$ cat src/rtl/stp_pkg.sv
// types and codes shared by the software timer pool
// no dependencies
package stp_pkg;
  localparam logic [1:0] CMD_ALLOC = 2'd0;
  localparam logic [1:0] CMD_FREE  = 2'd1;
  localparam logic [1:0] CMD_TICK  = 2'd2;

  localparam logic [2:0] KIND_ALLOCATED = 3'd0;
  localparam logic [2:0] KIND_FULL      = 3'd1;
  localparam logic [2:0] KIND_FREED     = 3'd2;
  localparam logic [2:0] KIND_BAD       = 3'd3;
  localparam logic [2:0] KIND_FIRED     = 3'd4;

  localparam int MAX_RESULTS = 16;

  typedef struct packed {
    logic [1:0]  cmd;
    logic [3:0]  slot;
    logic [31:0] period;
    logic [31:0] start_elapsed;
    logic        start_active;
    logic        repeat_req;
    logic [15:0] delta;
  } stp_in_t;

  typedef struct packed {
    logic [2:0] kind;
    logic [3:0] slot_out;
    logic       last;
  } stp_out_t;

  typedef enum logic [2:0] {
    ST_IDLE, ST_ALLOC_WR, ST_FREE_RD, ST_FREE_NX, ST_FREE_PV, ST_TICK
  } stp_state_t;
endpackage

$ cat src/rtl/software_timer_pool_unit.sv
// software timer pool top level: linked list of timers held in one slot memory
// depends on stp_pkg
// allocate: word in the cycle after accept, then busy in ST_ALLOC_WR to link the old
// tail if the list was not empty; free: bad handle word in the cycle after accept; else
// ST_FREE_RD, ST_FREE_NX and ST_FREE_PV unlink the entry and the word is registered
// from ST_FREE_PV; tick: one listed timer per cycle, each fire word leaves once the next
// fire or the list end is seen; one command at a time
// rst clears the allocation and active flags and empties the list; memory needs no clearing
module software_timer_pool_unit
  import stp_pkg::*;
#(
  parameter int TIMERS    = 16,
  parameter int TIME_BITS = 32
) (
  input  logic     clk,
  input  logic     rst,
  input  logic     start,
  output logic     busy,
  input  stp_in_t  cmd_in,
  output logic     done,
  output stp_out_t result
);
  localparam int SW = $clog2(TIMERS);
  localparam int LW = SW + 1;
  localparam logic [LW-1:0] NIL = LW'(TIMERS);
  localparam logic [TIME_BITS-1:0] TMAX = '1;
  localparam int CW = $clog2(MAX_RESULTS + 1);
  localparam int DW = (TIME_BITS > 16) ? TIME_BITS + 1 : 17;

  typedef struct packed {
    logic                 ar;
    logic [TIME_BITS-1:0] el;
    logic [TIME_BITS-1:0] per;
    logic [LW-1:0]        nx;
    logic [LW-1:0]        pv;
  } ent_t;

  ent_t mem [TIMERS];
  ent_t rd;
  logic [TIMERS-1:0] in_use, counting;
  logic [LW-1:0] head, tail, cur;
  logic [LW-1:0] f_nx, f_pv;
  logic [SW-1:0] alloc_slot;
  stp_state_t state, state_next;
  stp_in_t req;
  logic [CW-1:0] nfire;
  logic pend;
  logic [SW-1:0] pend_slot;

  logic          wr_en;
  logic [SW-1:0] wr_addr;
  ent_t          wr_data;
  logic [SW-1:0] rd_addr;
  logic          res_en;
  stp_out_t      res_next;

  logic [SW-1:0] cmd_slot;
  logic [SW-1:0] free_s;
  logic          any_free;
  logic [DW-1:0] sum;
  logic [TIME_BITS-1:0] el_new;
  logic fires;
  logic bad;

  assign cmd_slot = SW'(cmd_in.slot);

  // lowest free slot
  always_comb begin
    free_s = '0;
    any_free = 1'b0;
    for (int i = TIMERS - 1; i >= 0; i--) begin
      if (!in_use[i]) begin
        free_s = SW'(i);
        any_free = 1'b1;
      end
    end
  end

  always_comb begin
    sum = DW'(rd.el) + DW'(req.delta);
    el_new = (sum > DW'(TMAX)) ? TMAX : sum[TIME_BITS-1:0];
    fires = counting[cur[SW-1:0]] && (el_new >= rd.per);
  end

  assign bad = (32'(cmd_in.slot) >= TIMERS) || !in_use[cmd_slot];

  always_comb begin
    state_next = state;
    unique case (state)
      ST_IDLE: if (start) begin
        case (cmd_in.cmd)
          CMD_ALLOC: if (any_free && tail != NIL) state_next = ST_ALLOC_WR;
          CMD_FREE: if (!bad) state_next = ST_FREE_RD;
          CMD_TICK: state_next = ST_TICK;
          default: ;
        endcase
      end
      ST_ALLOC_WR: state_next = ST_IDLE;
      ST_FREE_RD: state_next = ST_FREE_NX;
      ST_FREE_NX: state_next = ST_FREE_PV;
      ST_FREE_PV: state_next = ST_IDLE;
      ST_TICK: if (cur == NIL) state_next = ST_IDLE;
      default: state_next = ST_IDLE;
    endcase
  end

  assign busy = (state != ST_IDLE);

  // memory port control and result words
  always_comb begin
    rd_addr = cur[SW-1:0];
    wr_en = 1'b0;
    wr_addr = cur[SW-1:0];
    wr_data = rd;
    res_en = 1'b0;
    res_next = '0;
    unique case (state)
      ST_IDLE: begin
        case (cmd_in.cmd)
          CMD_ALLOC: rd_addr = tail[SW-1:0];
          CMD_FREE: rd_addr = cmd_slot;
          CMD_TICK: rd_addr = head[SW-1:0];
          default: ;
        endcase
        if (start) begin
          case (cmd_in.cmd)
            CMD_ALLOC: begin
              res_en = 1'b1;
              if (any_free) begin
                res_next = '{KIND_ALLOCATED, 4'(free_s), 1'b1};
                wr_en = 1'b1;
                wr_addr = free_s;
                wr_data.ar = cmd_in.repeat_req;
                wr_data.el = TIME_BITS'(cmd_in.start_elapsed);
                wr_data.per = TIME_BITS'(cmd_in.period);
                wr_data.nx = NIL;
                wr_data.pv = tail;
              end else begin
                res_next = '{KIND_FULL, 4'd0, 1'b1};
              end
            end
            CMD_FREE: if (bad) begin
              res_en = 1'b1;
              res_next = '{KIND_BAD, cmd_in.slot, 1'b1};
            end
            default: ;
          endcase
        end
      end
      // old tail entry was read at accept, now point it at the new slot
      ST_ALLOC_WR: begin
        wr_en = 1'b1;
        wr_data.nx = LW'(alloc_slot);
      end
      ST_FREE_RD: rd_addr = rd.nx[SW-1:0];
      ST_FREE_NX: begin
        rd_addr = f_pv[SW-1:0];
        if (f_nx != NIL) begin
          wr_en = 1'b1;
          wr_addr = f_nx[SW-1:0];
          wr_data.pv = f_pv;
        end
      end
      ST_FREE_PV: begin
        res_en = 1'b1;
        res_next = '{KIND_FREED, req.slot, 1'b1};
        if (f_pv != NIL) begin
          wr_en = 1'b1;
          wr_addr = f_pv[SW-1:0];
          wr_data.nx = f_nx;
        end
      end
      // entry of cur is in rd; the next one is read while this one is written
      ST_TICK: begin
        rd_addr = rd.nx[SW-1:0];
        if (cur == NIL) begin
          res_en = pend;
          res_next = '{KIND_FIRED, 4'(pend_slot), 1'b1};
        end else begin
          if (counting[cur[SW-1:0]]) begin
            wr_en = 1'b1;
            wr_data.el = (fires && rd.ar) ? '0 : el_new;
          end
          if (fires && 32'(nfire) < MAX_RESULTS && pend) begin
            res_en = 1'b1;
            res_next = '{KIND_FIRED, 4'(pend_slot), 1'b0};
          end
        end
      end
      default: ;
    endcase
  end

  always_ff @(posedge clk) begin
    if (wr_en) mem[wr_addr] <= wr_data;
    rd <= mem[rd_addr];
  end

  always_ff @(posedge clk) begin
    if (rst) begin
      done <= 1'b0;
    end else begin
      done <= res_en;
    end
    if (res_en) result <= res_next;
  end

  always_ff @(posedge clk) begin
    if (rst) begin
      state <= ST_IDLE;
      in_use <= '0;
      counting <= '0;
      head <= NIL;
      tail <= NIL;
      cur <= NIL;
      nfire <= '0;
      pend <= 1'b0;
    end else begin
      state <= state_next;
      unique case (state)
        ST_IDLE: if (start) begin
          req <= cmd_in;
          case (cmd_in.cmd)
            CMD_ALLOC: if (any_free) begin
              in_use[free_s] <= 1'b1;
              counting[free_s] <= cmd_in.start_active;
              alloc_slot <= free_s;
              cur <= tail;
              tail <= LW'(free_s);
              if (tail == NIL) head <= LW'(free_s);
            end
            CMD_FREE: if (!bad) cur <= LW'(cmd_in.slot);
            CMD_TICK: begin
              cur <= head;
              nfire <= '0;
              pend <= 1'b0;
            end
            default: ;
          endcase
        end
        ST_FREE_RD: begin
          f_nx <= rd.nx;
          f_pv <= rd.pv;
          if (rd.nx == NIL) tail <= rd.pv;
          if (rd.pv == NIL) head <= rd.nx;
          in_use[cur[SW-1:0]] <= 1'b0;
          counting[cur[SW-1:0]] <= 1'b0;
        end
        ST_TICK: if (cur != NIL) begin
          // past the limit the last reported fire stays pending for the list end
          if (fires && 32'(nfire) < MAX_RESULTS) begin
            pend <= 1'b1;
            pend_slot <= cur[SW-1:0];
            nfire <= nfire + CW'(1);
          end
          cur <= rd.nx;
        end
        default: ;
      endcase
    end
  end

  assert property (@(posedge clk) disable iff (rst) done |-> result.kind <= KIND_FIRED)
    else $error("bad result kind");
  assert property (@(posedge clk) disable iff (rst)
    (state == ST_IDLE && start && cmd_in.cmd == CMD_ALLOC) |=> done)
    else $error("allocate gave no result");
  assert property (@(posedge clk) disable iff (rst) (head == NIL) |-> (tail == NIL))
    else $error("list ends disagree");
  assert property (@(posedge clk) disable iff (rst)
    (state == ST_TICK && cur != NIL) |-> in_use[cur[SW-1:0]])
    else $error("listed timer not in use");
endmodule
$ cat config.mk
export PLATFORM = sky130hd
export DESIGN_NAME = software_timer_pool_unit
export DESIGN_NICKNAME = d
export VERILOG_FILES = /design/src/rtl/stp_pkg.sv /design/src/rtl/software_timer_pool_unit.sv
export SDC_FILE = /design/constraint.sdc
export NUM_CORES = 2
export LEC_CHECK = 0
export BUFFER_PORTS_ARGS = -buffer_cell sky130_fd_sc_hd__buf_4
export CELL_PAD_IN_SITES_DETAIL_PLACEMENT = 1
export CELL_PAD_IN_SITES_GLOBAL_PLACEMENT = 1
export CORE_MARGIN = 2
export CORE_UTILIZATION = 52
export CTS_CLUSTER_SIZE = 8
export DETAILED_ROUTE_END_ITERATION = 10
export PLACE_DENSITY_LB_ADDON = 0.1
export SYNTH_ARGS = -nofsm -noshare
export SYNTH_HDL_FRONTEND = slang
export SYNTH_SLANG_ARGS = --single-unit
$ cat constraint.sdc
create_clock -name clk -period 6.35 [get_ports clk]
set_clock_uncertainty 0.05 [all_clocks]
set_input_delay 0.3175 -clock clk [delete_from_list [all_inputs] [get_ports clk]]
set_output_delay 0.3175 -clock clk [all_outputs]
set_load 0.03 [all_outputs]
; ---- Word level (Yosys, flattened, before mapping)
; Memories as Yosys holds them, arrays and structs flattened. A register that Yosys moved wholly into a read port is not among the register bits.
; Cells that the tools add are included.
[totals]
register_bits = 103
mem_bits_rw = 1200
wordCells = 213
mem_count = 1
[memory_table]
columns = name, depth, word_bits, read_ports, rd_clocked_by_memory_dff, wr, line_no
row1 = mem, 16, 75, 1, 1, 1, software_timer_pool_unit.sv:38  ; ent_t mem [TIMERS];
[classes]
add_sub_neg = 2
n_lt_le_gt_ge = 8
n_eq_ne = 29
n_mux = 127
n_bitwise = 5
reduce_logical = 23
[ops]
columns = operator, n
row1 = $mux 75, 3
row2 = $mux 32, 5
row3 = $mux 16, 6
row4 = $mux 5, 19
row5 = $mux 4, 21
row6 = $pmux 16 s2, 2
row7 = $pmux 32 s2, 1
row8 = $pmux 5 s2, 5
row9 = $mux 1, 38
row10 = $pmux 4 s3, 3
row11 = $add 32x16->33, 1
row12 = $gt 33x32->1 const B, 1
row13 = $and 16x16->16, 2
row14 = $ge 32x32->1, 1
row15 = $pmux 5 s3, 2
row16 = $mux 8, 3
row17 = $pmux 8 s3, 1
row18 = $eq 5x5->1 const B, 4
row19 = $ne 5x5->1 const B, 4
row20 = $reduce_and 5->1, 4
row21 = $bwmux 16, 1
row22 = $ne 2x2->1 const B, 8
row23 = $not 16->16, 1
row24 = $or 16x16->16, 1
row25 = 34 further kinds, 57

; ---- Longest topological paths before layout
[depth]
depth_word = 25
mapped_depth = 22

; ---- Least setup slack after synthesis
; No wires, ideal clock.
[synth_path]
path_type = register to register
startpoint = register state[1]
endpoint = memory mem[7][0] (netlist name) (enable)
setup_ps = 509
arrival_ps = 5185
slack_ps = 607
stages_incl_launch_ff = 11
path_cell_list = dfxtp_1 -> buf_2 -> nor3_1 -> nand2_1 -> nor3b_1 -> buf_2 -> a222oi_1 -> o41ai_1 -> a21boi_1 -> nand2_1 -> nor2_1
[synth_between]
elab_chain_len = 4
[synth_lines]
columns = element, line_no
row1 = from (decl), software_timer_pool_unit.sv:44  ; stp_state_t state, state_next;
row2 = from (signal assigned), software_timer_pool_unit.sv:219  ; state <= state_next;
row3 = "$eq 3x3->1, or another cell as far along", software_timer_pool_unit.sv:117  ; unique case (state)
row4 = $pmux 1 s5, software_timer_pool_unit.sv:117
row5 = $mux 1, software_timer_pool_unit.sv:195  ; if (wr_en) mem[wr_addr] <= wr_data;
row6 = $mux 1 (implied by the code), software_timer_pool_unit.sv:195
row7 = to (decl), software_timer_pool_unit.sv:38
; Parallel ways exist; a longest one is shown, timed or not.

==> metrics.cfg <==
[worst_setup_path]
crit_type = reg -> reg
reg2reg_to = mem[13][51]
cp_data_arrival_time_ns = 6.63
end_kind = flip-flop
regToRegStartpoint = rd[42]
rr_worst_depth = 20
r2r_setup_slack_ns = 0.24
cp-start-kind = flip-flop
critical_path.max_fanout = 23
cp.required_ns = 6.87

[finish]
nNetsFinal = 4919
drive_gt1_share_pct = 10.8
final_cell_count_no_fill = 6333
syn_to_final_growth_pct = 15.7

[cts]
clk_pin_slew_ns = 0.05
ctsRootBufferMaster = clkbuf_16
numClockSinks = 1378
worstSkewPairLatency_ns = 0.78
cts_buffers = 191
cts_max_level = 4
cts.path.max_buffers = 3
cts_tree = done

[yosys]
syn_inst = 4612
synthXorXnorAreaFrac_pct = 0.276
synthesis.area_um2 = 57100
synth_top_area_cell = edfxtp_1
ys_seq_area_share_pct = 70.1
synth_flop_cell = edfxtp_1
synth_top_area_share_pct = 65.5
synth.avg_cell_area_um2 = 12.4
synth_edf_count = 1246
synthTopCellsByArea = edfxtp_1, nand2_1, dfxtp_1, nor2_1, a211oi_1
ys_ff_latch = 1378
synth_fp_nets = 4758
async_flop_share_pct = 0
synth_fa_ha_area_share_pct = 1.22
yosys.area_share.simple_pct = 13.5
yosys-top-cells-count = edfxtp_1, nand2_1, nor2_1, clkbuf_1, nand3_1
yosys_warnings = 0
synth_top_family_by_area = simple AND/OR/NAND/NOR gates
yosys.cell_types.count = 79
synthMuxAreaShare_pct = 0.561
synth-compound-area-share_pct = 11.6
yosysMostFrequentCell = edfxtp_1

[global_route]
grt_pass1_vias = 40879
grt_pass1_wl_mm = 261
grt_overflow_total = 0
grt_max_degree = 161
antenna_found_initial = 7
track_usage_pct = 31.2

[min_path]
min_from = rst
hold_class = in -> reg
whs_endpoint = counting[0]
worst_hold_path.num_cells = 2

[sta]
holdWs_ns = 0.0141
slew-limit-headroom_pct = 27.4
timing.fmax_mhz = 164
drv_slew = 0
worstMarginPinSlew_ns = 1.08
period_needed_ns = 6.11
finalCritPeriodShare_pct = 96.3
finalHoldViolations = 0
setup_viol = 0
setup_tns_ns = 0
rsz0062_at_grt = false

[routing]
via_count = 39672
drcViolationCount = 0
wire_per_inst_um = 27.7
drtIter0Drc = 4065
drt_wl_total_mm = 175
vias_per_cell = 6.26
drtPass1Iterations = 8
antenna_left = 0

[power]
p_comb_share_pct = 20.1
p_int_uw = 18600
p_per_area_nw_per_um2 = 399
clkPwrFrac_pct = 36.2
p_switching_uw = 7780
sequentialPowerShare_pct = 43.7
irDropWorstVdd_mv = 0.300
p_leak_uw = 0.0226
swShare_pct = 29.5

[place]
place_inst = 5962
dp_hpwl_mm = 96.3
gp_congestion = 0.883
port_buffers = 100

[job]
drv_cap = 0

[outcome]
outcome = finished clean

[floorplan]
core.rowCount = 121
core-area_um2 = 109000
die_h_um = 335
fp.dieArea_um2 = 112000
die_w_um = 335
io_pins = 101
initial_utilization_pct = 52.5

==> cells in the final DEF (no fill, tap or decap), drive strengths merged, types with 6 or more instances in the layout <==
cell         instances
a21oi              100
nor2               561
nand4               19
mux4                 8
nand3              179
a31oi              159
nor4                 7
clkinv               7
inv                 72
ha                  54
nand2b              17
dlygate4sd3         30
a221o               86
edfxtp            1246
a22oi               11
nor2b                8
and3                35
mux2i               14
a22o                 8
a32oi                8
nand2              771
o21ai              232
buf                234
nor3b                7
o22ai               89
nor3                23
or2                  6
xor2                 9
a21o                15
dfxtp              132
a211oi             168
o21a                 9
a211o               24
a221oi              10
clkbuf             327
xnor2                9
and2               160
==> worst max-delay path, cell delays in order (launching register included) <==
cell,delay (ns)
dfxtp_1,0.35
ha_1,0.23
inv_1,0.07
fa_1,0.39
nand2b_1,0.19
a211oi_2,0.30
o21a_1,0.25
o2111ai_1,0.22
a21oi_1,0.21
buf_4,0.17
nor2b_1,0.35
nor2_1,0.13
ha_1,0.30
nand2b_1,0.16
a2111oi_0,0.50
o21ai_0,0.18
a2111o_1,0.44
a311o_1,0.55
buf_4,0.35
a21oi_1,0.19
a211o_2,0.30
==> repair_timing <==
item	CTS	global route
gates resized for setup	0	21
endpoints found under the hold margin	99	0
endpoints found under the setup margin	32	336
hold buffers	30	0
pin swaps	2	0
buffers inserted	2	0
==> metrics by stage <==
stage / util [%] / worst slack (ns) / cell area [µm²] / power (µW)
CTS: 60.6 / 0.00778 / 66000 / 26400
floorplan: - / 0.607 / 57100 / 14800
global placement: 55.2 / 0.364 / 60100 / 16600
finish: 60.7 / 0.238 / 66000 / 26400
detailed placement: 55.2 / 0.109 / 60100 / 16800
global route: 60.7 / 0.0602 / 66000 / 27300
==> registers in the layout (all words and copies together) (netlist names) <==
name	count
mem	1200
rd	75
req	20
counting	16
in_use	16
result	8
cur	5
f_nx	5
f_pv	5
head	5
nfire	5
tail	5
alloc_slot	4
pend_slot	4
state	3
done	1
pend	1
==> worst max path at each step <==
stage,startpoint,end,slack [ns]
CTS,rd[42],mem[5][51],0.008
global route,rd[42],mem[0][61],0.06
floorplan,state[1],mem[7][0],0.61
detailed placement,rd[42],mem[2][67],0.11
finish,rd[42],mem[13][51],0.24
global placement,rd[42],mem[2][69],0.36
==> layer usage <==
layer | track usage, % | wire, µm
met1 | 43.2 | 73500
met2 | 50.5 | 83600
met3 | 4.93 | 12600
met4 | 10.6 | 5420
met5 | 0 | 37
==> power groups by stage <==
stage | Sequential, µW | Combinational [µW] | Clock, µW
4_1_cts | 11500 | 5230 | 9630
5_1_grt | 11600 | 5760 | 10000
3_5_place_dp | 11700 | 5150 | 0
3_3_place_gp | 11700 | 4940 | 0
6_report | 11500 | 5310 | 9550
2_1_floorplan | 11600 | 3170 | 0
==> final cells by class <==
| class | count | area, µm² |
|---|---|---|
| Fill cell | 10552 | 42800 |
| Sequential cell | 1378 | 40100 |
| Multi-Input combinational cell | 2869 | 15800 |
| Clock buffer | 327 | 5440 |
| Timing Repair Buffer | 264 | 2580 |
| Tap cell | 1414 | 1770 |
| Inverter | 69 | 259 |
| Clock inverter | 10 | 161 |
| Antenna cell | 2 | 5.00 |
==> kinds of logic (layout without fill, tap and decap cells) <==
group	after synthesis	in the layout
AND/OR/NAND/NOR	1802	1802
flip-flops	1378	1378
AO/OA/AOI/OAI	972	972
buffers and inverters	365	670
adder cells (fa/ha/maj)	55	55
multiplexers	22	22
XOR/XNOR	18	18
other	0	2
(Power assumes the default switching activity.)
